### src/sv/nsca_pkg.sv
// Shared types, constants and helper functions for the seed clustering block.
`default_nettype none

package nsca_pkg;

    // Point space and neighbor list limits.
    localparam int NUM_POINTS = 4096;
    localparam int MAX_K      = 16;

    // Field widths fixed by the stream format.
    localparam int POINT_W    = 12;
    localparam int LABEL_W    = 11;
    localparam int CLUSTER_W  = 12;
    localparam int KIND_W     = 2;
    localparam int CFG_W      = 5;
    localparam int LABEL_LIMIT = 2048;

    // Derived storage widths.
    localparam int ADDR_W  = $clog2(NUM_POINTS);
    localparam int WORD_W  = LABEL_W + 1;
    localparam int CNT_W   = $clog2(MAX_K + 1);
    localparam int BUF_AW  = $clog2(MAX_K);
    localparam bit ADDR_IS_MASK = (NUM_POINTS >= (1 << POINT_W)) ||
                                  ((NUM_POINTS & (NUM_POINTS - 1)) == 0);

    // Result kinds.
    localparam logic [KIND_W-1:0] KIND_CLEARED     = 2'd0;
    localparam logic [KIND_W-1:0] KIND_SEED_MEMBER = 2'd1;
    localparam logic [KIND_W-1:0] KIND_PROVISIONAL = 2'd2;
    localparam logic [KIND_W-1:0] KIND_SKIPPED     = 2'd3;

    // Input operations.
    localparam logic OP_CLEAR    = 1'b0;
    localparam logic OP_NEIGHBOR = 1'b1;

    // Configuration register indexes.
    localparam logic CFG_CLUSTER_SIZE    = 1'b0;
    localparam logic CFG_LABEL_LEFTOVERS = 1'b1;

    // One access to the point memory: a read or a write of one entry.
    typedef struct packed {
        logic              rd_en;
        logic              wr_en;
        logic [ADDR_W-1:0] addr;
        logic [WORD_W-1:0] wr_data;
    } mem_req_t;

    // Maps a point index onto a point memory address (index modulo NUM_POINTS).
    function automatic logic [ADDR_W-1:0] point_addr(input logic [POINT_W-1:0] p);
        logic [31:0] t;
        t = 32'(p);
        if (!ADDR_IS_MASK) begin
            // Restoring reduction, one shifted subtract per index bit.
            for (int s = POINT_W - 1; s >= 0; s--) begin
                if (t >= (32'(NUM_POINTS) << s)) begin
                    t = t - (32'(NUM_POINTS) << s);
                end
            end
        end
        return ADDR_W'(t);
    endfunction

    // Clamps the cluster size register into the supported range.
    function automatic logic [CNT_W-1:0] clamp_k(input logic [CFG_W-1:0] cs);
        logic [CNT_W-1:0] k;
        if (cs < CFG_W'(2)) begin
            k = CNT_W'(2);
        end else if (32'(cs) > 32'(MAX_K)) begin
            k = CNT_W'(MAX_K);
        end else begin
            k = CNT_W'(cs);
        end
        return k;
    endfunction

endpackage

`default_nettype wire

### src/sv/nsca_nbr_buf.sv
// Buffer of the neighbors received so far for the current query.
`default_nettype none

module nsca_nbr_buf (
    input  wire logic                          aclk,
    input  wire logic                          wr_en,
    input  wire logic [nsca_pkg::BUF_AW-1:0]   wr_idx,
    input  wire logic [nsca_pkg::POINT_W-1:0]  wr_data,
    input  wire logic [nsca_pkg::BUF_AW-1:0]   rd_idx,
    output logic [nsca_pkg::POINT_W-1:0]       rd_data
);

    logic [nsca_pkg::POINT_W-1:0] buf_reg [nsca_pkg::MAX_K];

    // Neighbors are stored in arrival order.
    always_ff @(posedge aclk) begin
        if (wr_en) begin
            buf_reg[wr_idx] <= wr_data;
        end
    end

    // Cluster members are read back one per cycle while the result side accepts them.
    assign rd_data = buf_reg[rd_idx];

endmodule

`default_nettype wire

### config.mk
export PLATFORM = sky130hd
export DESIGN_NAME = nsca_nbr_buf
export DESIGN_NICKNAME = d
export VERILOG_FILES = /design/src/sv/nsca_pkg.sv /design/src/sv/nsca_nbr_buf.sv
export SDC_FILE = /design/constraint.sdc
export NUM_CORES = 1
export LEC_CHECK = 0
export BUFFER_PORTS_ARGS = -buffer_cell sky130_fd_sc_hd__buf_2
export CAP_MARGIN = 5
export CORE_UTILIZATION = 35
export CTS_BUF_LIST = sky130_fd_sc_hd__clkbuf_4
export DETAILED_ROUTE_END_ITERATION = 8
export MAX_ROUTING_LAYER = met4
export PLACE_DENSITY = 0.58
export SYNTH_ARGS = -nofsm -noshare
export SYNTH_HDL_FRONTEND = slang
export SYNTH_SLANG_ARGS = --single-unit
export TNS_END_PERCENT = 50
### constraint.sdc
create_clock -name aclk -period 1.95 [get_ports aclk]
set_input_delay 0.39 -clock aclk [delete_from_list [all_inputs] [get_ports aclk]]
set_output_delay 0.39 -clock aclk [all_outputs]
set_load 0.005 [all_outputs]
== Word-level counts from Yosys, hierarchy flattened ==
Memory sizes are Yosys's and may differ from the RTL's.
Cells that the tools add are included.

* Register bits: 0
* Output and inout bits: 12
* Memories kept: 1
* RAM bits: 192

{| class="wikitable"
|+ Memories
! name !! depth !! width !! rd ports !! clocked after memory_dff !! wr ports !! line !! source
|-
| buf_reg || 16 || 12 || 1 || 0 || 1 || nsca_nbr_buf.sv:13 || <nowiki>logic [nsca_pkg::POINT_W-1:0] buf_reg [nsca_pkg::MAX_K];</nowiki>
|}

* Mux-type cells: 2

{| class="wikitable"
|+ Operators by type and width
! kind !! number
|-
| 1-bit two-way mux || 2
|}

== Logic depth before layout (Yosys ltp) ==
* Depth in word-level cells: 2
* Depth in mapped cells: 5
* Mapped depth without buffers: 3

== Least setup slack after synthesis ==
No wires, ideal clock.

* Kind: in2reg
* Start: input wr_idx[2] in the netlist's numbering
* End: memory buf_reg[0][0] in the netlist's numbering (enable)
* Data required time: 1,554 ps
* Arrival: 1,693 ps
* Setup time: 396 ps
* Stages on the path: 2
* Path slack: -140 ps
* Path through: or3b_1 > nor3_1

{| class="wikitable"
|+ RTL lines
! item !! line !! source
|-
| from (decl) || nsca_nbr_buf.sv:7 || <nowiki>input wire logic [nsca_pkg::BUF_AW-1:0] wr_idx,</nowiki>
|-
| to (decl) || nsca_nbr_buf.sv:13 ||
|}

No word-level cell before the write port.

== Final worst setup path ==
* Start: memory buf_reg[2][5] in the netlist's numbering
* End: output rd_data[5] in the netlist's numbering

* Longest elaborated chain between the ends: 1

{| class="wikitable"
|+ Ends and longest elaborated chain
! item !! line !! source
|-
| memory read 16 x 12 bit || n/a ||
|-
| to (decl) || nsca_nbr_buf.sv:10 || <nowiki>output logic [nsca_pkg::POINT_W-1:0] rd_data</nowiki>
|}

Every way passes these cells.

==> summary.txt <==
Final HPWL DP -> 9.69 mm
Final Hold Viols -> 0
CP required -> 1.56 ns
Placed cells -> 650
Post-CTS Hold Buffers -> 0
Synth async-reset ratio -> 0
Fin cells -> 684
Slack of the critical path -> -0.367 ns
Drt wl/cell -> 21.9 um
Final Instance Area -> 0.00865 sq mm
Setup Fix Bufs, Post-CTS -> 0
Grt ovf -> 0
Maximum vdd ir drop -> 0.000326 V
Failing checks -> setup timing
Die Y -> 147 um
Largest stage delay, worst path -> 0.48 ns
Critical-path cell list -> mux4_2 -> a22oi_2 -> nand2_2 -> buf_2
Period utilization -> 1.19
TritonCTS buffer count -> 17
Leading register cell type out of synthesis -> edfxtp_1
Number of port buffers -> 33
Unrepaired setup endpoints after global routing -> yes
EDFF count, synth -> 192
Largest net degree at the start of global routing -> 18
Initial core utilization -> 0.360
Post-synthesis instance total -> 317
CP endpoint kind -> output port
Vias in the first global route -> 3605
Die Area -> 0.0216 sq mm
Synth Area per Inst -> 23.2 sq um
Iter 0 DRT Violations -> 239
WS Path Type -> register to output port
Tmin final -> 2.32 ns
Max_cap viols -> 0
Vias per std cell -> 5.02
# clock sinks -> 192
Worst hold margin -> 0.173 ns
Leakage -> 2.79 nW
Placer Congestion -> 0.727
Setup violators final -> 12
Area delta synth->final -> 17.6%
Die width -> 147 um
PD cells -> 877 mW/mm^2
Max Slew Vio Count -> 0
Fill cell count -> 1809
Setup TNS -> -3.35 ns
Arr. time, crit path -> 1.93 ns
TritonRoute pass-1 iters -> 4
Clock root buffer master -> clkbuf_4
CTS tree -> done
DP Area -> 0.00824 sq mm
Measured slew at the worst slew-check pin -> 0.936 ns
Worst-path fanout max -> 1
CTS clk-pin slew, worst paths -> 0.14 ns
Global router's overall resource usage -> 0.154
Final design utilization -> 0.424
IO Count -> 34
Core box area -> 0.0204 sq mm
Max FFs per register -> 192
Vias -> 3434
Max Fclk -> 0.432 GHz
Worst path bufs/invs -> 1
Synthesis warning total -> 0
Yosys reg bits -> 192
Worst setup SP type -> register
Share of cells above drive strength 1 -> 0.422
CTS max path bufs -> 2
Synth top area cells -> edfxtp_1 (78%), mux4_2 (10%), mux4_1 (5.4%)
Cell Rows -> 52
Syn_nets -> 339
Synthesized cell area -> 0.00736 sq mm
First-pass GRT wire length -> 22.4 mm
Initial antenna violation count -> 1
Worst path slowest cell -> mux4_2
Place WS -> -0.303 ns
Yosys top cell area share -> 0.783
Top delay family on crit path -> multiplexers
Worst slew margin -> 0.376
DRC violations left -> 0
Leading area contributor after synthesis -> edfxtp_1
Total power after layout -> 7.59 mW
Post-synthesis sequential area ratio -> 0.783
Status -> finished with violations
Hold Path Class -> primary input to register
Layout Nets -> 421
Htree depth -> 4
Netlist cell types -> 17
Antenna Nets Post-Route -> 0
WL final -> 15.0 mm
## Yosys cell counts (4+ instances only)
master / instances
nand2_1: 13
clkbuf_1: 6
a22oi_1: 24
nor3_1: 4
nor2_1: 13
mux4_2: 33
edfxtp_1: 192
mux4_1: 15
buf_2: 5
## cells by family (layout without fill, tap and decap cells)
logic type             after synthesis  after routing  synth area share
buffers and inverters               14            109            0.0134
multiplexers                        48             48             0.155
flip-flops                         192            192             0.783
other                                0              2                 0
AND/OR/NAND/NOR                     39             39            0.0241
AO/OA/AOI/OAI                       24             24            0.0245
## routing by layer
metal	vias up	part of all wire	track usage
li1	1525	-	-
met1	1787	0.43	0.207
met2	103	0.46	0.228
met3	19	0.087	0.0379
met4	0	0.015	0.0521
met5	-	0	-
## path summary, 6_finish.rpt
check | startpoint | endpoint | slack [ns] | depth (start not counted)
setup / recovery | buf_reg[2][5] | rd_data[5] | -0.37 | 4
hold / removal | wr_data[8] | buf_reg[6][8] | 0.17 | 1
## power by group
part / internal (mW) / leakage, nW / switching (mW)
registers: 4.62 / 1.73 / 0.0172
clock network: 1.16 / 0.178 / 1.28
logic: 0.243 / 0.878 / 0.271
## cell type report
cell class	count	area, sq um	area share
Sequential cell	192	5770	0.666
Multi-Input combinational cell	111	1580	0.182
Timing Repair Buffer	77	621	0.0717
Tap cell	270	338	0.0390
Clock inverter	14	213	0.0246
Clock buffer	18	135	0.0156
Antenna cell	2	5.00	0.000578
## what timing repair did
action                                  in CTS  in global routing
endpoints found under the setup margin      12                 12
pin swaps                                    9                 13
gates resized for setup                     11                 19
gates cloned                                 0                  0
## cells in the final DEF, fill, tap and decap left out, drive strengths merged, types with 4 or more instances in the layout
cell    netlist  layout
buf           8      77
edfxtp      192     192
nand2        13      13
bufinv        0       5
clkbuf        6      18
clkinv        0       5
a22oi        24      24
nor2         13      13
nor3          4       4
mux4         48      48
Note: power is estimated with default switching activity, not from simulation.
